File: config.mk
export PLATFORM = sky130hd
export DESIGN_NAME = ksc_ram
export DESIGN_NICKNAME = d
export VERILOG_FILES = /design/src/rtl/ksc_ram.sv
export SDC_FILE = /design/constraint.sdc
export NUM_CORES = 1
export LEC_CHECK = 0
export ABC_CLOCK_PERIOD_IN_PS = 2600
export BUFFER_PORTS_ARGS = -buffer_cell sky130_fd_sc_hd__buf_2
export CAP_MARGIN = 20
export CORE_MARGIN = 4
export CORE_UTILIZATION = 59
export CTS_CLUSTER_DIAMETER = 100
export DETAILED_ROUTE_END_ITERATION = 8
export PLACE_DENSITY = 0.76
export SYNTH_ARGS = -nofsm -noshare
export SYNTH_HDL_FRONTEND = slang
export SYNTH_SLANG_ARGS = --single-unit
File: constraint.sdc
create_clock -name clk -period 2.6 [get_ports clk]
set_input_delay 0.39 -clock clk [delete_from_list [all_inputs] [get_ports clk]]
set_output_delay 0.39 -clock clk [all_outputs]
set_load 0.02 [all_outputs]
File: src/rtl/ksc_ram.sv
`timescale 1ns / 1ps
`default_nettype none

module ksc_ram #(
  parameter int WIDTH = 8,
  parameter int DEPTH = 64
) (
  input  wire logic                     clk,
  input  wire logic                     we,
  input  wire logic [$clog2(DEPTH)-1:0] waddr,
  input  wire logic [WIDTH-1:0]         wdata,
  input  wire logic [$clog2(DEPTH)-1:0] raddr,
  output logic      [WIDTH-1:0]         rdata
);

  logic [WIDTH-1:0] mem [DEPTH];

  always_ff @(posedge clk) begin
    if (we) begin
      mem[waddr] <= wdata;
    end
    rdata <= mem[raddr];
  end

endmodule

`default_nettype wire

==> After elaboration in Yosys (flattened, before gate mapping) <==
Memory sizes are Yosys's and may differ from the RTL's. A register that Yosys moved wholly into a read port is not among the register bits.
Cells that the tools add are included.
{ "op_classes": {"n_mux": 2} }
{ "ops": {"columns": ["cell", "n"], "rows": [
  ["two-way mux 1 bit", 2]
]} }
{ "totals": {"register_bits": 0, "ramBits": 512, "input_bits": 22, "output_inout_bits": 8, "word_cells": 3, "memories": 1} }
{ "memory_table": {"columns": ["memory", "depth", "width", "read_ports", "rd_clocked_by_memory_dff", "wr", "line_no", "source"], "rows": [
  ["mem", 64, 8, 1, 1, 1, "16", "logic [WIDTH-1:0] mem [DEPTH];"]
]} }

==> Depth between registers and ports, before layout <==
Gate-level depths: netlist of run 1.
{ "depth": {"word_depth": 2, "mapped_depth": 9, "mapped_depth_nobuf": 5} }

==> Worst setup path before layout of run 1 <==
OpenSTA, ideal clock, no wires.
{ "synth_path": {"path_type": "input -> register", "from": "in raddr[1]", "to": "reg rdata[3], read port of mem", "setup_ns": 0.128, "arrival_time_ns": 1.930, "required_time_ns": 2.472, "slack_ns": 0.542, "path_stages": 7, "n_path_buf": 3, "cell_sequence": "buf_4 buf_2 buf_2 mux4_2 mux4_2 o21ai_1 o41ai_1"} }
{ "synth_lines": {"columns": ["item", "line_no", "source"], "rows": [
  ["from (decl)", "12", "input wire logic [$clog2(DEPTH)-1:0] raddr,"],
  ["to (decl)", "13", "output logic [WIDTH-1:0] rdata"]
]} }

==> impl_results.md, run 1 <==
- Sequential Power Share: 0.527
- Placement Rows: 67
- Status: finished clean
- Worst-Skew Late Latency: between 0.5 and 0.6 ns
- DR pass1 iterations: 5
- CTS Buf Count: 50
- Hold_buf cts: 0
- Global Route Usage Sum: 0.255
- Int Pwr: 14.1 mW
- Placement Cell Area: 0.0217 mm^2
- Util after Layout: 0.696
- TNS Setup: 0 ns
- DPL Wire Length: just under 30 mm
- Vias in the first global route: around 10,000
- Critical path origin: mem[15][1]$_DFFE_PP_
- Area Growth Syn to Fin: 16.0%
- Port-buffer cells: 29
- Worst setup EP type: flip-flop
- Distinct cells, synth: 40
- Final #Nets: 1,119
- Sink Count: between 500 and 600
- Crit path DAT: around 2.5 ns
- P_leak: 7.61 nW
- Fmax: between 400 and 500 MHz
- Setup Skew: around 0.017 ns
- Number of enable flip-flop cells after synthesis: 512
- Remaining global-route overflow: 0
- RD Place Congestion: 0.890
- Antenna viol nets, final: 0
- Period utilisation layout: 0.784
- CTS tree: built
- Post-synth ARST share: 0
- R2R Setup Slk: 0.56 ns
- Post-route cell area: around 0.023 mm^2
- Initial Util: 0.600
- Metal2 WL: around 22 mm
- Die Width: 193 um
- Avg WL per Cell: 28.5 um
- Synth warn: 0
- Iteration-0 DRC Markers: between 1,000 and 1,500
- Psw: about 3.6 mW
- Drt via density: 6.39
- Post-Synthesis Cells: 940
- Unrepaired setup endpoints after global routing: no
- Pin count of the biggest net entering global routing: 65
- Clk slew on worst S/H paths: approximately 0.060 ns
- Post-CTS Setup Inserts: 0
- MaxCap Viol Count: 0
- Hold Crit Class: in -> reg
- Vias: just over 10,000
- Slew @ Worst Pin: between 0.8 and 0.9 ns
- Slew HR: 0.459
- Initial antenna violation count: 5
- CP startpoint kind: flip-flop
- Clock Root Buffer: clkbuf_16
- I/O Pins: 30
- Top sig layer: met5
- Logic pwr share: 0.053
- Setup violators final: 0
- Core ar.: ~0.034 mm^2
- Worst Path Required: a little over 3 ns
- # H-tree levels: 2
- Fin. Hold Viols: 0
- Most common cell after layout, fill and taps aside: edfxtp_1
- Hold_sp: wdata[3]
- Clock Power Share: 0.420
- Ys flop type: edfxtp_1
- Clock buffer depth: 3
- Setup CP Type: reg -> reg
- Hold WS: between 0.2 and 0.3 ns
- Die Y: 193 um
- Syn Nets: a little under 1,000
- Peak VDD IR: 767 uV
- Die area: 0.0372 mm^2
- Met3 wire length: between 4 and 5 mm
- Sequential element share of the synthesized area: 0.770
- Syn Std Cell Area: about 0.02 mm^2
- Mean Syn Cell Area: ~21 um^2
- # DRC: 0
- Layout cell share with drive strength beyond 1: 0.324
- Most frequent cells in the layout: edfxtp_1 (512), mux4_2 (126), buf_4 (116)
- Final wirelength: approximately 45 mm
- Min Tclk post-route: 2.04 ns
- Final Slew Violations: 0
- Post_cts resized: 0
- Worst r2r src: mem[15][1]$_DFFE_PP_
- Yosys reg bits: 520
- Worst-path fanout max: 1
- PD cells: between 700 and 800 mW/mm^2
- Switching share of power: 0.202
- DRT met1 WL: 17.4 mm
- First-pass GRT wire length: between 60 and 70 mm
[flip-flops by register name (all words and copies together), names as in the netlist]
| register | count |
|---|---|
| rdata | 8 |
| mem | 512 |
[power by group through the flow]
stage	Sequential, mW	Combinational, mW	Clock, mW
CTS	9.31	0.935	7.49
global placement	9.48	0.908	0
floorplan	9.49	0.494	0
detailed placement	9.48	0.928	0
global route	9.30	0.997	7.88
finish	9.30	0.939	7.41
[critical path, cell delays in order (launching register included)]
cell	delay [ns]
edfxtp_1	0.36
mux4_2	0.52
mux4_2	0.51
nor2_1	0.25
nor3_1	0.15
o2bb2ai_1	0.15
[per-layer routing]
metal,vias to the layer above,global-route usage
li1,4248,-
met1,5246,0.369
met2,560,0.398
met3,104,0.0584
met4,6,0.0724
met5,-,0
[cell type report]
| type | count | area, um^2 |
|---|---|---|
| clock inverters | 27 | 307 |
| fillers | 1951 | 10200 |
| multi-input cells | 369 | 4320 |
| well taps | 448 | 561 |
| repair buffers | 156 | 1270 |
| flip-flops and latches | 520 | 15500 |
| diodes | 4 | 10.0 |
| clock buffers | 66 | 1380 |
[worst paths after layout]
path                          endpoint  depth (start not counted)
hold / removal    mem[40][3]$_DFFE_PP_                          1
setup reg to reg      rdata[1]$_DFF_P_                          5
hold reg to reg       rdata[0]$_DFF_P_                          4
setup / recovery      rdata[1]$_DFF_P_                          5
[cell usage after synthesis (11+ instances only)]
master    number  share of area
edfxtp_1     512           0.76
mux4_2       126           0.14
nor2_1        83          0.015
mux2i_1       23          0.011
nand2_1       19         0.0035
clkbuf_1      17         0.0032
nor2b_1       14         0.0043
buf_4         13         0.0048
mux2_2        13         0.0073
nand3_1       13         0.0032
buf_2         11         0.0027
[logic make-up after synthesis]
logic type | share of synthesized area
compound gates | 0.0207
flops | 0.770
mux | 0.159
buf+inv | 0.0157
simple gates | 0.0339
[per-stage QoR]
| step | setup slack (ns) | total power, mW | cells |
|---|---|---|---|
| after global routing | 0.502 | 18.2 | 1588 |
| after global placement | 0.0942 | 10.4 | 1492 |
| after detailed placement | 0.0250 | 10.4 | 1492 |
| after floorplan | 0.542 | 9.98 | 940 |
| after CTS | 0.582 | 17.7 | 1585 |
| final | 0.561 | 17.7 | 1590 |
(Power assumes the default switching activity.)
==> inputs of run 2 (changes only) <==
--- a/config.mk
+++ b/config.mk
@@ -5,7 +5,8 @@
 export SDC_FILE = /design/constraint.sdc
 export NUM_CORES = 1
 export LEC_CHECK = 0
-export ABC_CLOCK_PERIOD_IN_PS = 2600
+export ABC_AREA = 1
+export ABC_CLOCK_PERIOD_IN_PS = 2000
 export BUFFER_PORTS_ARGS = -buffer_cell sky130_fd_sc_hd__buf_2
 export CAP_MARGIN = 20
 export CORE_MARGIN = 4
==> constraint.sdc (replaced) <==
create_clock -name clk -period 2 [get_ports clk]
set_input_delay 0.3 -clock clk [delete_from_list [all_inputs] [get_ports clk]]
set_output_delay 0.3 -clock clk [all_outputs]
set_load 0.02 [all_outputs]
==> run 2 against run 1 <==
Effect of this change:
- clock-buffer cell count is 5 higher
- sequential cell count stayed put
- routed wire length increased by 13%
- synthesized area grew 5.8%
- global-route usage increased by 0.61 points
- die area rose by 5.6%
- first-iteration DRC count up 45%
- hold slack got worse by 0.072 ns
- setup slack lost 0.084 ns
- critical path depth is 4 lower
==> impl_results.md, run 2 <==
- Status: finished clean
- Unrepaired setup endpoints after global routing: no
- Kind of cell adding the most delay to the critical path: flip-flops
- Placement Cell Area: 0.0224 mm^2 (+3.2%)
- Biggest register: mem
- Max reg flops: 512 (unchanged)
- Synth top cells by count: nand2_1 (648), edfxtp_1 (512), nand3_1 (439)
- Power Total: 22.5 mW (+28%)
- Remaining global-route overflow: 0 (unchanged)
- Adder-cell area share of the yosys netlist: 0 (unchanged)
- Most common cell after layout, fill and taps aside: nand2_1
- Post-CTS Setup Inserts: 0 (unchanged)
- Fmax: approximately 660 MHz
- Layout cell share with drive strength beyond 1: 0.112 (-0.212)
- Share of the synthesized area in the top cell type: 0.720 (-0.0419)
- Buf/Inv on CP: 1 (+1)
- Syn Std Cell Area: 0.0213 mm^2 (+5.8%)
- Simple logic cell fraction of the synthesized area: 0.232 (+0.198)
- Post-route cell area: 0.0239 mm^2 (+2.2%)
- Syn Nets: 1,827 (+90%)
- Sequential element share of the synthesized area: 0.728 (-0.0423)
- CP startpoint kind: flip-flop
- CTS Buf Count: 49 (-2.0%)
- # H-tree levels: 2 (unchanged)
- Die Width: 198 um (+2.7%)
- Period utilisation layout: 0.761
- Vias in the first global route: 13,900 (+35%)
- Peak VDD IR: 629 uV (-18%)
- Placement Rows: 69 (+3.0%)
- Drt via density: 5.99 (-6.3%)
- Avg WL per Cell: 21.5 um (-25%)
- Worst-Skew Late Latency: 0.57 ns (about the same)
- Core ar.: 0.0357 mm^2 (+6.1%)
- Psw: 4.94 mW (+38%)
- Clock Root Buffer: clkbuf_16
- Most frequent cells in the layout: nand2_1 (648), edfxtp_1 (512), nand3_1 (439)
- Clk slew on worst S/H paths: 0.06 ns (about the same)
- Int Pwr: 17.6 mW (+25%)
- Worst-path fanout max: 1 (unchanged)
- Most common cell in the netlist: nand2_1
- Synth warn: 0 (unchanged)
- P_leak: 8.81 nW (+16%)
- CP peak stage delay: 0.44 ns (-0.08 ns)
- First-pass GRT wire length: 78.6 mm (+15%)
- Iteration-0 DRC Markers: 1,841 (+45%)
- Main area contributors after synthesis: edfxtp_1 (72%), nand2_1 (11%), nand3_1 (10%)
- DR pass1 iterations: 7 (+2)
- Post-Synthesis Cells: 1,805 (+92%)
- MaxCap Viol Count: 0 (unchanged)
- Crit path DAT: 1.22 ns (-1.27 ns)
- CP max-delay cell: dfxtp_1
- Die area: 0.0393 mm^2 (+5.6%)
- Die Y: 198 um (+2.7%)
- Clock buffer depth: 3 (unchanged)
- Worst setup EP type: output pin
- Post-synth ARST share: 0 (unchanged)
- Sink Count: 520 (unchanged)
- Fin. Hold Viols: 0 (unchanged)
- Logic pwr share: 0.066 (+0.013)
- Min Tclk post-route: approximately 1.5 ns
- Setup CP Type: reg -> out
- Switching share of power: 0.219 (+0.0171)
- Setup Skew: 0.0175 ns (+0.000459 ns)
- Hold Crit Class: in -> reg
- Ys flop type: edfxtp_1
- Antenna viol nets, final: 0 (unchanged)
- Post_cts resized: 0 (unchanged)
- Fillers: 2,458 (+26%)
- Clock Power Share: 0.397 (-0.023)
- Compound-Gate Fraction of Synth Area: 0 (-0.0207)
- Setup violators final: 0 (unchanged)
- Hold_buf cts: 0 (unchanged)
- DPL Wire Length: 30.0 mm (+2.7%)
- Hold WS: 0.198 ns (-0.0719 ns)
- Port-buffer cells: 29 (unchanged)
- Yosys reg bits: 520 (unchanged)
- CTS tree: built
- Leading registers by flop count: mem (512), rdata (8)
- CP cell instances: buf_2
- Distinct cells, synth: 16 (-60%)
- I/O Pins: 30 (unchanged)
- Slew HR: 0.472 (+0.0136)
- Vias: 14,300 (+41%)
- # DRC: 0 (unchanged)
- Final Slew Violations: 0 (unchanged)
- Worst Path Required: 1.70 ns (-1.35 ns)
- Final wirelength: 51.5 mm (+13%)
- Global Route Usage Sum: 0.261 (+0.00611)
- Number of enable flip-flop cells after synthesis: 512 (unchanged)
- Mean Syn Cell Area: 11.8 um^2 (-45%)
- Initial antenna violation count: 2 (-3)
- Post-Synth XOR/XNOR Area: 0 (unchanged)
- Area Growth Syn to Fin: 12.0%
- Leading area contributor after synthesis: edfxtp_1
- Sequential Power Share: 0.537 (+0.010)
- Largest family of logic cells by synthesized area: simple AND/OR/NAND/NOR gates
- PD cells: 942 mW/mm^2 (+25%)
- Post-synthesis mux area share: 0 (-0.159)
- RD Place Congestion: 0.894 (+0.49%)
- Initial Util: 0.598 (-0.00143)
- Pin count of the biggest net entering global routing: 106 (+63%)
- Final #Nets: 1,910 (+71%)
- Slew @ Worst Pin: 0.791 ns (-0.0204 ns)
[run 2: changes by cell type after synthesis, moves of 8 or more]
cell / before / now
inv_1: 0 / 10
nor2_1: 83 / 56
buf_2: 11 / 37
o22ai_1: 8 / 0
o221ai_1: 8 / 0
nor2b_1: 14 / 0
nand2_1: 19 / 648
nand3_1: 13 / 439
buf_6: 4 / 35
mux4_2: 126 / 0
mux2_2: 13 / 0
mux2i_1: 23 / 0
[run 2: power by group through the flow]
| stage | sequential, mW | combinational (mW) | clock [mW] |
|---|---|---|---|
| global route | 12.1 | 1.60 | 9.47 |
| global placement | 12.3 | 1.42 | 0 |
| finish | 12.1 | 1.48 | 8.94 |
| detailed placement | 12.3 | 1.45 | 0 |
| floorplan | 12.3 | 0.848 | 0 |
| CTS | 12.1 | 1.46 | 9.02 |
[run 2: final timing paths]
kind / start / endpoint / slack (ns) / cells after the start
setup / recovery: rdata[0]$_DFF_P_ / rdata[0] / 0.48 / 1
hold / removal: wdata[6] / mem[35][6]$_DFFE_PP_ / 0.20 / 1
setup reg to reg: mem[35][2]$_DFFE_PP_ / rdata[2]$_DFF_P_ / 0.63 / 8
hold reg to reg: mem[60][6]$_DFFE_PP_ / rdata[6]$_DFF_P_ / 0.82 / 8
[run 2: routing by layer]
layer  vias up  global-route usage  routed length, um
met5         -                   0                  0
met4         0              0.0885               1610
met3       122              0.0430               5250
met2       809               0.417              24600
met1      6867               0.370              20000
li1       6515                   -                  -
[run 2: logic make-up (layout without fill, tap and decap cells)]
group | after synthesis | after routing
flip-flops | 520 | 520
other | 0 | 1
buffers and inverters | 125 | 247
AND/OR/NAND/NOR | 1160 | 1160
[run 2: stage by stage]
step / util / worst slack, ns / setup TNS (ns) / std cells
after floorplan: - / -0.0661 / -4.23 / 1805
after global placement: 0.627 / 0.0421 / 0 / 2298
after detailed placement: 0.627 / 0.00523 / 0 / 2298
after CTS: 0.670 / 0.476 / 0 / 2388
after global routing: 0.671 / 0.466 / 0 / 2389
final: 0.671 / 0.477 / 0 / 2389
[run 2: layout make-up]
class	count	area (um^2)	share of cell area
Sequential cell	520	15500	0.650
Multi-Input combinational cell	1160	4950	0.207
Clock buffer	71	1400	0.0586
Timing Repair Buffer	145	1250	0.0523
Tap cell	461	577	0.0241
Clock inverter	19	144	0.00602
Inverter	12	52.6	0.00220
Antenna cell	1	2.50	0.000105
==> inputs of run 3 (changes only) <==
--- a/config.mk
+++ b/config.mk
@@ -5,12 +5,12 @@
 export SDC_FILE = /design/constraint.sdc
 export NUM_CORES = 1
 export LEC_CHECK = 0
-export ABC_AREA = 1
-export ABC_CLOCK_PERIOD_IN_PS = 2000
+export ABC_AREA = 0
+export ABC_CLOCK_PERIOD_IN_PS = 1300
 export BUFFER_PORTS_ARGS = -buffer_cell sky130_fd_sc_hd__buf_2
 export CAP_MARGIN = 20
 export CORE_MARGIN = 4
-export CORE_UTILIZATION = 59
+export CORE_UTILIZATION = 56
 export CTS_CLUSTER_DIAMETER = 100
 export DETAILED_ROUTE_END_ITERATION = 8
 export PLACE_DENSITY = 0.76
==> constraint.sdc (replaced) <==
create_clock -name clk -period 1.3 [get_ports clk]
set_input_delay 0.195 -clock clk [delete_from_list [all_inputs] [get_ports clk]]
set_output_delay 0.195 -clock clk [all_outputs]
set_load 0.02 [all_outputs]
==> run 3 against run 2 <==
Effect of this change:
- the run now ends with negative setup slack left
- sequential power grew 54%
- first-iteration DRC count down 37%
- combinational power up 58%
- critical endpoint is now rdata[0]$_DFF_P_
- largest cell class unchanged
- highest routed layer unchanged
==> impl_results.md, run 3 (synthesis gave the netlist of run 1 again) <==
- Hold WS: 0.106 ns (-0.0920 ns)
- Util after Layout: 0.705 (+0.0343)
- Pre-CTS WS: -1.04 ns (-1.04 ns)
- First-pass GRT wire length: 70.6 mm (-10%)
- Pin count of the biggest net entering global routing: 65 (-39%)
- TNS Setup: -3.86 ns (-3.86 ns)
- CP cell instances: mux4_2 > mux4_2 > nor2_4 > nor3_2 > o2bb2ai_1
- Final #Nets: 1,155 (-40%)
- Fin. Hold Viols: 0 (unchanged)
- Leading registers by flop count: mem (512), rdata (8)
- Setup violators final: 8 (+8)
- I/O Pins: 30 (unchanged)
- Slew @ Worst Pin: 0.585 ns (-0.206 ns)
- CP max-delay cell: mux4_2
- Setup Skew: 0.0167 ns (-0.000840 ns)
- Initial antenna violation count: 0 (-2)
- P_leak: 8.05 nW (-8.6%)
- Slew HR: 0.606 (+0.134)
- Period utilisation layout: 1.42
- Die Width: 198 um (-0.21%)
- Iteration-0 DRC Markers: 1,163 (-37%)
- DR pass1 iterations: 5 (-2)
- Failing checks: negative setup slack
- CP startpoint kind: flip-flop
- PD cells: 1430 mW/mm^2 (+51%)
- Most frequent cells in the layout: edfxtp_1 (512), mux4_2 (126), buf_4 (104)
- DPL Wire Length: 29.4 mm (-1.9%)
- Placement Rows: 69 (unchanged)
- Vias: 10,300 (-28%)
- Worst setup slack after layout: -0.549 ns (-1.03 ns)
- Die Y: 198 um (-0.21%)
- Worst Path Required: 1.73 ns (+0.03 ns)
- Min Tclk post-route: between 1.5 and 2 ns
- CTS Buf Count: 50 (+2.0%)
- Worst setup EP type: flip-flop
- Max reg flops: 512 (unchanged)
- Hold Crit Class: in -> reg
- # H-tree levels: 2 (unchanged)
- Drt via density: 6.29 (+4.9%)
- Fmax: approximately 540 MHz
- Clock Root Buffer: clkbuf_16
- Final wirelength: 46.7 mm (-9.2%)
- Crit path DAT: 2.28 ns (+1.06 ns)
- Status: finished with violations
- Area Growth Syn to Fin: 24.3%
- Peak VDD IR: 1210 uV (+93%)
- Clock buffer depth: 3 (unchanged)
- Layout cell share with drive strength beyond 1: 0.434 (+0.322)
- Placed cell count: 1,543 (-33%)
- Global Route Usage Sum: 0.248 (-0.0128)
- Most common cell after layout, fill and taps aside: edfxtp_1
- Remaining global-route overflow: 0 (unchanged)
- RD Place Congestion: 0.865 (-3.2%)
- Initial Util: 0.567 (-0.0315)
- Hold_buf cts: 0 (unchanged)
- Worst-path fanout max: 1 (unchanged)
- Sink Count: 520 (unchanged)
- Unrepaired setup endpoints after global routing: yes
- Fin cells: 1,635 (-32%)
- Avg WL per Cell: 28.6 um (+33%)
- WHS Path Cells: 2 (+1)
- Biggest register: mem
- R2R depth: 5 (-3)
- Most frequent cell on the critical path: mux4_2
- Vias in the first global route: 10,700 (-23%)
- Setup CP Type: reg -> reg
- # DRC: 0 (unchanged)
- CP peak stage delay: 0.52 ns (+0.08 ns)
- Die area: 0.0391 mm^2 (-0.41%)
- Clk slew on worst S/H paths: 0.06 ns (about the same)
- Number of diodes: 0 (-1)
- Port-buffer cells: 29 (unchanged)
- Final Slew Violations: 0 (unchanged)
- CTS tree: built
- Core ar.: 0.0356 mm^2 (-0.24%)
- Antenna viol nets, final: 0 (unchanged)
- MaxCap Viol Count: 0 (unchanged)
- Worst-Skew Late Latency: 0.58 ns (about the same)
## run 3: stage by stage
step	total power, mW	area, um^2
finish	35.8	25100
global route	36.9	25100
detailed placement	21.2	23200
global placement	21.1	23200
floorplan	20.1	20900
CTS	35.9	25000
## run 3: final timing paths
check	start	to	slack (ns)
max	mem[11][0]$_DFFE_PP_	rdata[0]$_DFF_P_	-0.55
max reg2reg	mem[11][0]$_DFFE_PP_	rdata[0]$_DFF_P_	-0.55
min reg2reg	mem[23][1]$_DFFE_PP_	rdata[1]$_DFF_P_	0.85
min	wdata[6]	mem[60][6]$_DFFE_PP_	0.11
## run 3: worst max-delay path, delay by kind of cell (launching register included)
kind | cells | cell delay (ns)
mux | 2 | 1.03
simple gates | 2 | 0.15
compound gates | 1 | 0.14
flops | 1 | 0.39
## run 3: power breakdown
part / switching [mW] / internal (mW)
Clock: 6.04 / 8.75
Sequential: 0.0779 / 18.6
Combinational: 1.31 / 1.03
## run 3: cell type report
| cell class | count | area (um^2) |
|---|---|---|
| Clock buffer | 66 | 1400 |
| Clock inverter | 27 | 295 |
| Tap cell | 461 | 577 |
| Sequential cell | 520 | 15600 |
| Timing Repair Buffer | 192 | 2210 |
| Multi-Input combinational cell | 369 | 5030 |
| Fill cell | 2085 | 10500 |
## run 3: metal layers
| metal | GRT usage | vias up | wire [um] |
|---|---|---|---|
| met5 | 0 | - | 0 |
| met4 | 0.0857 | 0 | 1580 |
| met3 | 0.0391 | 83 | 3660 |
| met2 | 0.385 | 501 | 22800 |
| met1 | 0.369 | 5373 | 18700 |
| li1 | - | 4320 | - |
## run 3: repair_timing
action                     CTS  global route
gates cloned                 0             0
setup buffers                0             0
pin swaps                    4             2
setup endpoints to repair   16            14
resized for setup           40            12
