--- src/rtl/ksc_pkg.sv ---
`timescale 1ns / 1ps
`default_nettype none

package ksc_pkg;

  localparam int NumSlotsDef   = 64;
  localparam int IdxW          = 16;
  localparam int NameW         = 32;
  localparam int DimW          = 15;
  localparam int BytesW        = 31;
  localparam int HashW         = 64;
  localparam int SlotOutW      = 6;
  localparam int StatusW       = 3;
  localparam int BytesPerPixel = 4;

  typedef enum logic [1:0] {
    MODE_AUTO    = 2'd0,
    MODE_SLOT    = 2'd1,
    MODE_RELEASE = 2'd2,
    MODE_CLEAR   = 2'd3
  } mode_t;

  typedef enum logic [StatusW-1:0] {
    STATUS_OK       = 3'd0,
    STATUS_ZERO_DIM = 3'd1,
    STATUS_BYTES    = 3'd2,
    STATUS_RANGE    = 3'd3,
    STATUS_FULL     = 3'd4
  } status_t;

  typedef enum logic [2:0] {
    ST_CLR,
    ST_IDLE,
    ST_CHECK,
    ST_SCAN,
    ST_FIN,
    ST_OUT
  } state_t;

  // one table entry as stored in the slot memory
  typedef struct packed {
    logic             reserved;
    logic             mapped;
    logic [NameW-1:0] name;
    logic [DimW-1:0]  width;
    logic [DimW-1:0]  height;
    logic [HashW-1:0] hash;
  } entry_t;

endpackage

`default_nettype wire

--- src/rtl/ksc_key_check.sv ---
`timescale 1ns / 1ps
`default_nettype none

module ksc_key_check (
  input  wire logic [ksc_pkg::DimW-1:0]   tex_width,
  input  wire logic [ksc_pkg::DimW-1:0]   tex_height,
  input  wire logic [ksc_pkg::BytesW-1:0] byte_count,
  output ksc_pkg::status_t                chk_status
);
  import ksc_pkg::*;

  localparam int BppShift = $clog2(BytesPerPixel);
  localparam int AreaW    = 2 * DimW;
  localparam int ProdW    = AreaW + BppShift;

  logic [AreaW-1:0] area;
  logic [ProdW-1:0] need;

  assign area = AreaW'(tex_width) * AreaW'(tex_height);
  assign need = ProdW'(area) << BppShift;

  always_comb begin
    if (tex_width == '0 || tex_height == '0) begin
      chk_status = STATUS_ZERO_DIM;
    end else if (need != ProdW'(byte_count)) begin
      chk_status = STATUS_BYTES;
    end else begin
      chk_status = STATUS_OK;
    end
  end

endmodule

`default_nettype wire

--- src/rtl/ksc_seq.sv ---
`timescale 1ns / 1ps
`default_nettype none

module ksc_seq #(
  parameter int NUM_SLOTS = ksc_pkg::NumSlotsDef
) (
  input  wire logic                          clk,
  input  wire logic                          rst_n,
  input  wire logic                          in_valid,
  output logic                               in_ready,
  input  wire logic [1:0]                    in_mode,
  input  wire logic [ksc_pkg::IdxW-1:0]      in_slot_index,
  input  wire logic [ksc_pkg::NameW-1:0]     in_name_tag,
  input  wire logic [ksc_pkg::DimW-1:0]      in_tex_width,
  input  wire logic [ksc_pkg::DimW-1:0]      in_tex_height,
  input  wire logic [ksc_pkg::BytesW-1:0]    in_byte_count,
  input  wire logic [ksc_pkg::HashW-1:0]     in_content_hash,
  output logic                               out_valid,
  input  wire logic                          out_ready,
  output logic [ksc_pkg::SlotOutW-1:0]       out_assigned_slot,
  output logic                               out_cache_hit,
  output logic                               out_queued,
  output logic [ksc_pkg::StatusW-1:0]        out_status,
  output logic                               ram_we,
  output logic [$clog2(NUM_SLOTS)-1:0]       ram_waddr,
  output ksc_pkg::entry_t                    ram_wdata,
  output logic [$clog2(NUM_SLOTS)-1:0]       ram_raddr,
  input  wire ksc_pkg::entry_t               ram_rdata
);
  import ksc_pkg::*;

  localparam int AW = $clog2(NUM_SLOTS);
  localparam int CW = AW + 1;

  state_t state_r, state_nxt;
  logic [CW-1:0] cnt_r, cnt_nxt;
  logic          pipe_v_r, pipe_v_nxt;
  logic          pipe_last_r, pipe_last_nxt;
  logic [AW-1:0] pipe_addr_r, pipe_addr_nxt;
  logic          clr_req_r, clr_req_nxt;

  mode_t              mode_r, mode_nxt;
  logic [IdxW-1:0]    idx_r, idx_nxt;
  logic [NameW-1:0]   name_r, name_nxt;
  logic [DimW-1:0]    w_r, w_nxt;
  logic [DimW-1:0]    h_r, h_nxt;
  logic [BytesW-1:0]  bytes_r, bytes_nxt;
  logic [HashW-1:0]   hash_r, hash_nxt;

  logic          hit_found_r, hit_found_nxt;
  logic [AW-1:0] hit_slot_r, hit_slot_nxt;
  logic          free_found_r, free_found_nxt;
  logic [AW-1:0] free_slot_r, free_slot_nxt;

  logic [AW-1:0] res_slot_r, res_slot_nxt;
  logic          res_hit_r, res_hit_nxt;
  logic          res_queued_r, res_queued_nxt;
  status_t       res_status_r, res_status_nxt;

  logic                out_valid_r, out_valid_nxt;
  logic [SlotOutW-1:0] out_slot_r, out_slot_nxt;
  logic                out_hit_r, out_hit_nxt;
  logic                out_queued_r, out_queued_nxt;
  status_t             out_status_r, out_status_nxt;

  status_t                chk_status;
  logic                   idx_ok;
  logic [AW-1:0]          idx_slot;
  logic                   key_eq;
  entry_t                 new_entry;
  entry_t                 clear_entry;
  entry_t                 unmap_entry;
  logic [AW+SlotOutW-1:0] slot_ext;

  ksc_key_check u_key_check (
    .tex_width  (w_r),
    .tex_height (h_r),
    .byte_count (bytes_r),
    .chk_status (chk_status)
  );

  assign idx_ok   = {1'b0, idx_r} < (IdxW + 1)'(NUM_SLOTS);
  assign idx_slot = idx_r[AW-1:0];
  assign key_eq   = ram_rdata.name == name_r && ram_rdata.width == w_r &&
                    ram_rdata.height == h_r && ram_rdata.hash == hash_r;
  assign slot_ext = {{SlotOutW{1'b0}}, res_slot_r};

  always_comb begin
    new_entry          = '0;
    new_entry.reserved = 1'b1;
    new_entry.mapped   = 1'b1;
    new_entry.name     = name_r;
    new_entry.width    = w_r;
    new_entry.height   = h_r;
    new_entry.hash     = hash_r;
    // key bits of a free entry are never looked at
    clear_entry          = new_entry;
    clear_entry.reserved = 1'b0;
    clear_entry.mapped   = 1'b0;
    unmap_entry          = ram_rdata;
    unmap_entry.mapped   = 1'b0;
  end

  always_ff @(posedge clk) begin
    if (!rst_n) begin
      state_r     <= ST_CLR;
      cnt_r       <= '0;
      pipe_v_r    <= 1'b0;
      pipe_last_r <= 1'b0;
      clr_req_r   <= 1'b0;
      out_valid_r <= 1'b0;
    end else begin
      state_r     <= state_nxt;
      cnt_r       <= cnt_nxt;
      pipe_v_r    <= pipe_v_nxt;
      pipe_last_r <= pipe_last_nxt;
      clr_req_r   <= clr_req_nxt;
      out_valid_r <= out_valid_nxt;
    end
  end

  always_ff @(posedge clk) begin
    pipe_addr_r  <= pipe_addr_nxt;
    mode_r       <= mode_nxt;
    idx_r        <= idx_nxt;
    name_r       <= name_nxt;
    w_r          <= w_nxt;
    h_r          <= h_nxt;
    bytes_r      <= bytes_nxt;
    hash_r       <= hash_nxt;
    hit_found_r  <= hit_found_nxt;
    hit_slot_r   <= hit_slot_nxt;
    free_found_r <= free_found_nxt;
    free_slot_r  <= free_slot_nxt;
    res_slot_r   <= res_slot_nxt;
    res_hit_r    <= res_hit_nxt;
    res_queued_r <= res_queued_nxt;
    res_status_r <= res_status_nxt;
    out_slot_r   <= out_slot_nxt;
    out_hit_r    <= out_hit_nxt;
    out_queued_r <= out_queued_nxt;
    out_status_r <= out_status_nxt;
  end

  always_comb begin
    state_nxt      = state_r;
    cnt_nxt        = cnt_r;
    pipe_v_nxt     = 1'b0;
    pipe_last_nxt  = 1'b0;
    pipe_addr_nxt  = cnt_r[AW-1:0];
    clr_req_nxt    = clr_req_r;
    mode_nxt       = mode_r;
    idx_nxt        = idx_r;
    name_nxt       = name_r;
    w_nxt          = w_r;
    h_nxt          = h_r;
    bytes_nxt      = bytes_r;
    hash_nxt       = hash_r;
    hit_found_nxt  = hit_found_r;
    hit_slot_nxt   = hit_slot_r;
    free_found_nxt = free_found_r;
    free_slot_nxt  = free_slot_r;
    res_slot_nxt   = res_slot_r;
    res_hit_nxt    = res_hit_r;
    res_queued_nxt = res_queued_r;
    res_status_nxt = res_status_r;
    out_valid_nxt  = out_valid_r;
    out_slot_nxt   = out_slot_r;
    out_hit_nxt    = out_hit_r;
    out_queued_nxt = out_queued_r;
    out_status_nxt = out_status_r;
    in_ready       = 1'b0;
    ram_we         = 1'b0;
    ram_waddr      = cnt_r[AW-1:0];
    ram_wdata      = clear_entry;
    ram_raddr      = cnt_r[AW-1:0];

    if (out_valid_r && out_ready) begin
      out_valid_nxt = 1'b0;
    end

    case (state_r)
      ST_CLR: begin
        // one entry a cycle, after reset and for a clear-all beat
        ram_we  = 1'b1;
        cnt_nxt = cnt_r + 1'b1;
        if (cnt_r == CW'(NUM_SLOTS - 1)) begin
          cnt_nxt     = '0;
          clr_req_nxt = 1'b0;
          state_nxt   = clr_req_r ? ST_OUT : ST_IDLE;
        end
      end
      ST_IDLE: begin
        in_ready = 1'b1;
        if (in_valid) begin
          mode_nxt       = mode_t'(in_mode);
          idx_nxt        = in_slot_index;
          name_nxt       = in_name_tag;
          w_nxt          = in_tex_width;
          h_nxt          = in_tex_height;
          bytes_nxt      = in_byte_count;
          hash_nxt       = in_content_hash;
          hit_found_nxt  = 1'b0;
          free_found_nxt = 1'b0;
          res_slot_nxt   = '0;
          res_hit_nxt    = 1'b0;
          res_queued_nxt = 1'b0;
          res_status_nxt = STATUS_OK;
          state_nxt      = ST_CHECK;
        end
      end
      ST_CHECK: begin
        cnt_nxt = '0;
        case (mode_r)
          MODE_CLEAR: begin
            clr_req_nxt = 1'b1;
            state_nxt   = ST_CLR;
          end
          MODE_RELEASE: begin
            if (!idx_ok) begin
              res_status_nxt = STATUS_RANGE;
            end else begin
              ram_we    = 1'b1;
              ram_waddr = idx_slot;
            end
            state_nxt = ST_OUT;
          end
          default: begin
            if (chk_status != STATUS_OK) begin
              res_status_nxt = chk_status;
              state_nxt      = ST_OUT;
            end else if (mode_r == MODE_SLOT && !idx_ok) begin
              res_status_nxt = STATUS_RANGE;
              state_nxt      = ST_OUT;
            end else begin
              state_nxt = ST_SCAN;
            end
          end
        endcase
      end
      ST_SCAN: begin
        if (cnt_r < CW'(NUM_SLOTS)) begin
          pipe_v_nxt    = 1'b1;
          pipe_last_nxt = cnt_r == CW'(NUM_SLOTS - 1);
          cnt_nxt       = cnt_r + 1'b1;
        end
        // read data for pipe_addr_r; each entry is touched once, no hazard
        if (pipe_v_r) begin
          if (mode_r == MODE_AUTO) begin
            if (!hit_found_r && ram_rdata.mapped && key_eq) begin
              hit_found_nxt = 1'b1;
              hit_slot_nxt  = pipe_addr_r;
            end
            if (!free_found_r && !ram_rdata.reserved) begin
              free_found_nxt = 1'b1;
              free_slot_nxt  = pipe_addr_r;
            end
          end else begin
            ram_waddr = pipe_addr_r;
            if (pipe_addr_r == idx_slot) begin
              ram_we        = 1'b1;
              ram_wdata     = new_entry;
              hit_found_nxt = ram_rdata.reserved && key_eq;
            end else if (ram_rdata.mapped && key_eq) begin
              // key moves to the requested slot
              ram_we    = 1'b1;
              ram_wdata = unmap_entry;
            end
          end
          if (pipe_last_r) begin
            state_nxt = ST_FIN;
          end
        end
      end
      ST_FIN: begin
        if (mode_r == MODE_SLOT) begin
          res_slot_nxt   = idx_slot;
          res_hit_nxt    = hit_found_r;
          res_queued_nxt = !hit_found_r;
        end else if (hit_found_r) begin
          res_slot_nxt = hit_slot_r;
          res_hit_nxt  = 1'b1;
        end else if (free_found_r) begin
          ram_we         = 1'b1;
          ram_waddr      = free_slot_r;
          ram_wdata      = new_entry;
          res_slot_nxt   = free_slot_r;
          res_queued_nxt = 1'b1;
        end else begin
          res_status_nxt = STATUS_FULL;
        end
        state_nxt = ST_OUT;
      end
      ST_OUT: begin
        if (!out_valid_r || out_ready) begin
          out_valid_nxt  = 1'b1;
          out_slot_nxt   = slot_ext[SlotOutW-1:0];
          out_hit_nxt    = res_hit_r;
          out_queued_nxt = res_queued_r;
          out_status_nxt = res_status_r;
          state_nxt      = ST_IDLE;
        end
      end
      default: begin
        state_nxt = ST_IDLE;
      end
    endcase
  end

  assign out_valid         = out_valid_r;
  assign out_assigned_slot = out_slot_r;
  assign out_cache_hit     = out_hit_r;
  assign out_queued        = out_queued_r;
  assign out_status        = out_status_r;

endmodule

`default_nettype wire

--- config.mk ---
export PLATFORM = sky130hd
export DESIGN_NAME = ksc_seq
export DESIGN_NICKNAME = d
export VERILOG_FILES = /design/src/rtl/ksc_pkg.sv /design/src/rtl/ksc_key_check.sv /design/src/rtl/ksc_seq.sv
export SDC_FILE = /design/constraint.sdc
export NUM_CORES = 1
export LEC_CHECK = 0
export ABC_CLOCK_PERIOD_IN_PS = 24300
export BUFFER_PORTS_ARGS = -buffer_cell sky130_fd_sc_hd__buf_2
export CORE_UTILIZATION = 55
export CTS_CLUSTER_DIAMETER = 200
export DETAILED_ROUTE_END_ITERATION = 10
export PLACE_DENSITY = 0.92
export SLEW_MARGIN = 20
export SYNTH_ARGS = -nofsm -noshare
export SYNTH_HDL_FRONTEND = slang
export SYNTH_SLANG_ARGS = --single-unit
--- constraint.sdc ---
create_clock -name clk -period 24.3 [get_ports clk]
set_input_delay 3.645 -clock clk [delete_from_list [all_inputs] [get_ports clk]]
set_output_delay 3.645 -clock clk [all_outputs]
set_load 0.05 [all_outputs]
Word level (Yosys, flattened, before mapping)
Index checks and enable logic that the tools add are counted.
{"block": "word_totals", "elab_cells": 188, "ff_bits": 231}
{"block": "classes", "magnitude_cmp": 2, "addsub": 1, "reduce_logical": 42, "eq_ne": 36, "mux": 80, "multipliers": 1}
{"operator": "$mux 128", "count": 7}
{"operator": "$pmux 128 s2", "count": 1}
{"operator": "$mux 6", "count": 11}
{"operator": "$eq 64x64->1", "count": 1}
{"operator": "$mux 3", "count": 15}
{"operator": "$eq 32x32->1", "count": 1}
{"operator": "$ne 32x31->1", "count": 1}
{"operator": "$eq 15x15->1", "count": 2}
{"operator": "$logic_not 15->1", "count": 2}
{"operator": "$mul 15x15->30", "count": 1}
{"operator": "$mux 1", "count": 29}
{"operator": "$ne 2x2->1 const B", "count": 13}
{"operator": "$pmux 7 s3", "count": 1}
{"operator": "$ne 3x3->1 const B", "count": 6}
{"operator": "$pmux 3 s6", "count": 1}
{"operator": "$pmux 6 s3", "count": 1}
{"operator": "$lt 16x7->1 const B", "count": 1}
{"operator": "$reduce_and 5->1", "count": 3}
{"operator": "$mux 7", "count": 2}
{"operator": "$pmux 3 s2", "count": 2}
{"operator": "$pmux 6 s2", "count": 1}
{"operator": "$reduce_and 3->1", "count": 4}
{"operator": "$reduce_and 4->1", "count": 3}
{"operator": "$logic_and 1x1->1", "count": 10}
{"operator": "other kinds (22)", "count": 43}

Depth between registers and ports, before layout
Gate-level depths: netlist (run 1).
{"block": "depth", "ltp_word": 10, "mapped_depth": 24, "mapped_depth_nobuf": 22}

Hierarchy
Synthesis (run 1) repeated with hierarchy kept, for this count alone.
{"block": "unflattened", "cells_unflattened": 1646, "area_unflattened_um2": 17782.1}
{"mod": "ksc_seq", "instances": 1, "area_each_um2": 9783.1, "seq_area_each_um2": 6736.5, "cells_per_inst": 721}
{"mod": "ksc_key_check", "instances": 1, "area_each_um2": 7998.9, "seq_area_each_um2": 0.0, "cells_per_inst": 925}

Least setup slack after synthesis (run 1)
OpenSTA, ideal clock, no wires.
{"block": "synth_timing", "kind": "input-to-reg", "start": "in in_valid", "end": "reg res_hit_r (enable)", "setup_slack_ns": 2.439, "n_path_buf": 0, "required_ns": 23.927, "t_arrival_ns": 21.488, "stages": 3, "path_cell_list": "inv_1 nor4_1 o21bai_1"}
{"block": "synth_via", "elab_chain_len": 2}
{"item": "start, declared", "line_no": "ksc_seq.sv:9", "text": "input wire logic in_valid,"}
{"item": "$ne 2x2->1 (no source line)"}
{"item": "$reduce_and 3->1 (no source line)"}
{"item": "end signal, assigned", "line_no": "ksc_seq.sv:136", "text": "res_hit_r <= res_hit_nxt;"}
{"item": "end, declared", "line_no": "ksc_seq.sv:56", "text": "logic res_hit_r, res_hit_nxt;"}
No other way between the ends.
A chain may end at the register's enable or synchronous reset.

==> results_dict.tcl, run 1 <==
set metrics [dict create \
    r2r_start "w_r[9]$_DFFE_PP_" \
    ys_ff_latch 231 \
    swShare_pct 22.0 \
    die_x_um 182 \
    leakagePower_nw 8.83 \
    cts_hold_buffers 0 \
    worst_hold_slack_ps 421 \
    outcome "finished, final reports clean" \
    wl_um 60100 \
    drc 0 \
    ys.flop_type "edfxtp_1" \
    drt_first_pass_iters 6 \
    synth.distinct_cells 66 \
    antenna_found_initial 17 \
    switching_power_mw 0.189 \
    fp-row-count 65 \
    ys_async_sr_fraction_pct 0 \
    avgSynthCellArea_um2 10.4 \
    io_pins 461 \
    vias_per_cell 5.97 \
    rsz0062_at_grt "no" \
    maxCapViolations 0 \
    clock-sinks 231 \
    power_mw 0.856 \
    setup_violations 0 \
    relSlewSlack_pct 25.3 \
    combinationalPowerShare_pct 5.7 \
    hp-class "reg -> reg" \
    numCtsBuffers 25 \
    dr_total_vias 14500 \
    dp_cells 2372 \
    grt_pass1_vias 15000 \
    antenna_left 0 \
    fin_setup_tns_ps 0 \
    cts_resized 0 \
    synth_top_cell_by_area "edfxtp_1" \
    yosysSeqAreaShare_pct 37.8 \
    worstPathRequired_ps 20650 \
    place.gp.congestion 1.02 \
    portBuffers 460 \
    end_kind "output port" \
    grt_use_total_pct 36.1 \
    grt-ovfl-total 0 \
    slew_violations 0 \
    fp.coreArea_um2 31700 \
    cts_setup_buffers 0 \
    power_density_nw_per_um2 41.3 \
    critPathKind "in -> out" \
    internal_power_mw 0.667 \
    yosys_warnings 0 \
    crit_arrival_ps 6860 \
    grt_pass1_wl_um 87800 \
    finalCritPeriodShare_pct 43.2 \
    insertion_delay_ps 560 \
    synth_edf_count 211 \
    fp.dieH_um 182 \
    crit_fanout 3 \
    crit_start "ram_rdata[69]" \
    cts_tree "done" \
    worst_pin_slew_ps 1120 \
    die_area_um2 33100 \
    cts_buffer_depth 3 \
    synth.area.top_cells "edfxtp_1, fa_1, ha_1" \
    layout_commonest_cell "buf_2" \
    clkSlewWorstSetupHoldPaths_ps 60 \
    area_growth_syn_to_layout_pct 16.2 \
    synth_area_um2 17800 \
    drive_gt1_share_pct 26.0 \
    yosys.area.top_type_share_pct 35.5 \
    post_drt_wl_per_cell_um 24.8 \
    pwr-share-seq_pct 50.8 \
    hold_path_startpoint "res_status_r[1]$_DFFE_PP_" \
    vdd_drop_max_uv 55.6 \
    grt_max_degree 84 \
    final_cell_mix "buf_2, edfxtp_1, nand2_1, inv_1, fa_1" \
    fin_cells 2428 \
    finalCriticalPeriod_ps 10500 \
    power_frac_clock_pct 43.5 \
    root_buffer "clkbuf_16" \
    nets 2566 \
    final-hold-violation-count 0 \
    startpoint_type "input port" \
    cts_max_level 1 \
    syn-num-nets 2280 \
    fmax_mhz 95.2 \
    dp_hpwl_um 47400 \
    drt_iter0_drc 1423 \
    start_util_pct 56.2 \
    fin_skew_ps 30.1 \
    postSynthCellCount 1711 \
]
==> layer usage <==
| layer | vias up | share of wire (%) | global-route usage, % |
|---|---|---|---|
| met5 | - | 0.020 | 0 |
| met4 | 2 | 7.7 | 23.8 |
| met3 | 234 | 11 | 9.41 |
| met2 | 951 | 48 | 59.4 |
| met1 | 7117 | 34 | 41.8 |
| li1 | 6192 | - | - |
==> cell families after synthesis <==
kind of cell	Yosys count	share of synthesized area [%]
fa+ha+maj	262	25.4
simple gates	491	13.6
mux	18	1.02
xor+xnor	149	7.32
buf+inv	381	8.20
flops	231	37.8
compound gates	179	6.63
==> power groups by stage <==
| stage | clock network (mW) | registers, mW | logic [mW] |
|---|---|---|---|
| after CTS | 0.372 | 0.435 | 0.0482 |
| final | 0.373 | 0.435 | 0.0490 |
| after global placement | 0 | 0.443 | 0.0459 |
| after floorplan | 0 | 0.443 | 0.0158 |
| after detailed placement | 0 | 0.443 | 0.0475 |
| after global routing | 0.387 | 0.435 | 0.0518 |
==> cell usage after synthesis (17+ instances only) <==
cell type and instances:
nand2b_1 21, a21oi_1 49, nor4_1 23, and2_1 83
nand4_1 44, ha_1 95, fa_1 167, nor2_1 55
nand2_1 202, xor2_1 25, dfxtp_1 20, nor3_1 17
inv_1 168, edfxtp_1 211, clkbuf_1 192, o21ai_0 32
xnor2_1 124
==> worst paths after layout <==
check | to | slack [ps] | depth (start not counted)
setup reg to reg | res_status_r[0]$_DFFE_PP_ | 16470 | 18
hold reg to reg | out_status[1]$_DFFE_PP_ | 420 | 0
setup / recovery | ram_wdata[127] | 13800 | 9
hold / removal | out_status[1]$_DFFE_PP_ | 420 | 0
==> sequential cells by signal (all words and copies together) (netlist names), 3 cells and up <==
signal	cells
out_status	3
res_slot_r	6
name_r	32
pipe_addr_r	6
out_assigned_slot	6
idx_r	16
h_r	15
w_r	15
hit_slot_r	6
free_slot_r	6
cnt_r	7
state_r	3
bytes_r	31
res_status_r	3
hash_r	64
==> through the flow <==
stage / util (%) / setup WS (ps) / area, um^2
6_report: 65.3 / 13800 / 20700
5_1_grt: 65.3 / 13880 / 20700
4_1_cts: 65.2 / 14030 / 20700
3_5_place_dp: 62.7 / 14090 / 19900
3_3_place_gp: 62.7 / 14060 / 19900
2_1_floorplan: - / 2440 / 17800
==> critical path, cell delays in order <==
cell,delay (ps)
buf_2,100
xnor2_1,140
nand4_1,190
nor4_1,830
nand4_1,280
nor4_1,850
nand3_1,270
o21ai_0,240
buf_2,310
==> area by class of cell <==
cell class,count,area [um^2]
diodes,13,32.5
clock buffers,30,708
clock inverters,13,83.8
fillers,2420,11000
inverters,170,638
multi-input cells,1099,9630
flip-flops and latches,231,6740
well taps,402,503
repair buffers,470,2380
Note: power is estimated with default switching activity, not from simulation.
==> run 2, diff against run 1 <==
- ABC_CLOCK_PERIOD_IN_PS: 24300 -> 9500
- CORE_UTILIZATION: 55 -> 49
- PLACE_DENSITY: 0.92 -> 0.87
- clock period: 24.3 -> 9.5 ns (I/O delays scaled with it)
==> results_dict.tcl, run 2 (synthesis results as in run 1) <==
set metrics [dict create \
    place.gp.congestion 0.994 \
    portBuffers 460 \
    grt_use_total_pct 32.4 \
    clock-sinks 231 \
    violations "DRC" \
    cpPeakStageDelay_ps 1060 \
    slew_violations 0 \
    insertion_delay_ps 560 \
    crit_chain "nand2_1 -> fa_1 -> fa_1 -> fa_1 -> fa_1 -> fa_1 -> fa_1 -> inv_1 -> ha_1 -> a21oi_1 -> a21boi_1 -> nand2_1 -> o211ai_1 -> mux2_1 -> or4_1 -> or4_4 -> nor3_1 -> a211oi_1" \
    fp.dieH_um 193 \
    worstPathRequired_ps 9780 \
    nets 2559 \
    fin_setup_tns_ps 0 \
    critPathKind "reg -> reg" \
    drt_first_pass_iters 10 \
    switching_power_mw 0.481 \
    fp.coreArea_um2 35700 \
    leakagePower_nw 8.79 \
    start_util_pct 50.0 \
    crit_family "adder cells" \
    outcome "finished, violations left" \
    end_kind "register" \
    fp-row-count 69 \
    grt_max_degree 167 \
    wl_um 60600 \
    relSlewSlack_pct 23.8 \
    top_regs "hash_r x64, name_r x32, bytes_r x31" \
    worst-path-buf-inv 1 \
    cts_hold_buffers 0 \
    finalCriticalPeriod_ps 7730 \
    grt-ovfl-total 0 \
    grt_pass1_wl_um 86800 \
    antenna_found_initial 18 \
    cts_setup_buffers 0 \
    crit_arrival_ps 8010 \
    power_frac_clock_pct 44.0 \
    startpoint_type "register" \
    crit_fanout 18 \
    area_growth_syn_to_layout_pct 16.5 \
    final-hold-violation-count 0 \
    vias_per_cell 5.73 \
    drive_gt1_share_pct 25.6 \
    numCtsBuffers 26 \
    swShare_pct 21.8 \
    fin_skew_ps 11.3 \
    grt_pass1_vias 14400 \
    worst_pin_slew_ps 1140 \
    vdd_drop_max_uv 138 \
    clkSlewWorstSetupHoldPaths_ps 60 \
    die_area_um2 37100 \
    die_x_um 193 \
    cts_resized 0 \
    fmax_mhz 129 \
    cpMostUsedCell "fa_1" \
    layout_commonest_cell "buf_2" \
    rsz0062_at_grt "no" \
    cts_buffer_depth 3 \
    internal_power_mw 1.73 \
    io_pins 461 \
    antenna_left 0 \
    root_buffer "clkbuf_16" \
    fin_cells 2479 \
    cts_max_level 1 \
    dp_hpwl_um 48600 \
    dpl_cell_area_um2 19900 \
    largest_reg_flops 64 \
    dr_total_vias 14200 \
    combinationalPowerShare_pct 5.7 \
    drc 16 \
    dp_cells 2423 \
    final_cell_mix "buf_2, edfxtp_1, nand2_1, inv_1, fa_1" \
    setup_violations 0 \
    power_density_nw_per_um2 107 \
    drt_iter0_drc 1172 \
    hp-class "reg -> reg" \
    post_drt_wl_per_cell_um 24.4 \
    worst_hold_slack_ps 421 \
    finalCritPeriodShare_pct 81.3 \
    postLayoutCellArea_um2 20800 \
    pwr-share-seq_pct 50.3 \
    cts_tree "done" \
    maxCapViolations 0 \
    largest-register "hash_r" \
    slowest_stage "edfxtp_1" \
]
[run 2: changes by cell type in the layout (fill, tap and decap cells not counted), sizes merged]
cell / before / now
buf: 470 / 462
diode: 13 / 10
inv: 172 / 169
bufinv: 0 / 2
clkinv: 10 / 12
clkinvlp: 1 / 3
[run 2: metrics by stage]
stage / worst slack, ps / power (mW) / utilization [%]
2_1_floorplan: 1720 / 1.17 / -
3_3_place_gp: 2020 / 1.26 / 55.9
5_1_grt: 1490 / 2.26 / 58.2
4_1_cts: 1830 / 2.22 / 58.2
3_5_place_dp: 1860 / 1.26 / 55.9
6_report: 1770 / 2.21 / 58.2
[run 2: final timing paths]
check                              endpoint  slack, ps                         from  depth (start not counted)
max               res_status_r[0]$_DFFE_PP_       1770             h_r[0]$_DFFE_PP_                         18
min          out_assigned_slot[4]$_DFFE_PP_        420  res_slot_r[4]$_SDFFCE_PN0P_                          0
max reg2reg       res_status_r[0]$_DFFE_PP_       1770             h_r[0]$_DFFE_PP_                         18
min reg2reg  out_assigned_slot[4]$_DFFE_PP_        420  res_slot_r[4]$_SDFFCE_PN0P_                          0
[run 2: power groups by stage]
stage | combinational [mW] | sequential, mW | clock [mW]
2_1_floorplan | 0.0404 | 1.13 | 0
3_3_place_gp | 0.122 | 1.13 | 0
3_5_place_dp | 0.124 | 1.13 | 0
4_1_cts | 0.125 | 1.11 | 0.985
5_1_grt | 0.134 | 1.11 | 1.01
6_report | 0.126 | 1.11 | 0.974
[run 2: metal layers]
layer | part of all wire [%] | wire (um) | vias to the layer above | global-route usage (%)
li1 | - | - | 6164 | -
met3 | 12 | 7010 | 226 | 11.8
met2 | 47 | 28800 | 859 | 51.6
met1 | 35 | 21300 | 6945 | 38.0
met5 | 0.42 | 254 | - | 2.88
met4 | 5.4 | 3290 | 22 | 16.6
[run 2: cell type report]
type                            instances  area [um^2]
Timing Repair Buffer                  462         2330
Clock inverter                         16          149
Tap cell                              461          577
Antenna cell                           10         25.0
Fill cell                            3018        14900
Clock buffer                           30          666
Inverter                              170          638
Multi-Input combinational cell       1099         9640
Sequential cell                       231         6740
[run 2: worst register-to-register path, delay by kind of cell (launching register included)]
| kind | cells | cell delay [ps] |
|---|---|---|
| adders and majority gates | 7 | 3430 |
| and+or+nand+nor | 5 | 1590 |
| DFF | 1 | 1060 |
| AOI/OAI and AO/OA | 4 | 990 |
| muxes | 1 | 350 |
| buffers and inverters | 1 | 40 |
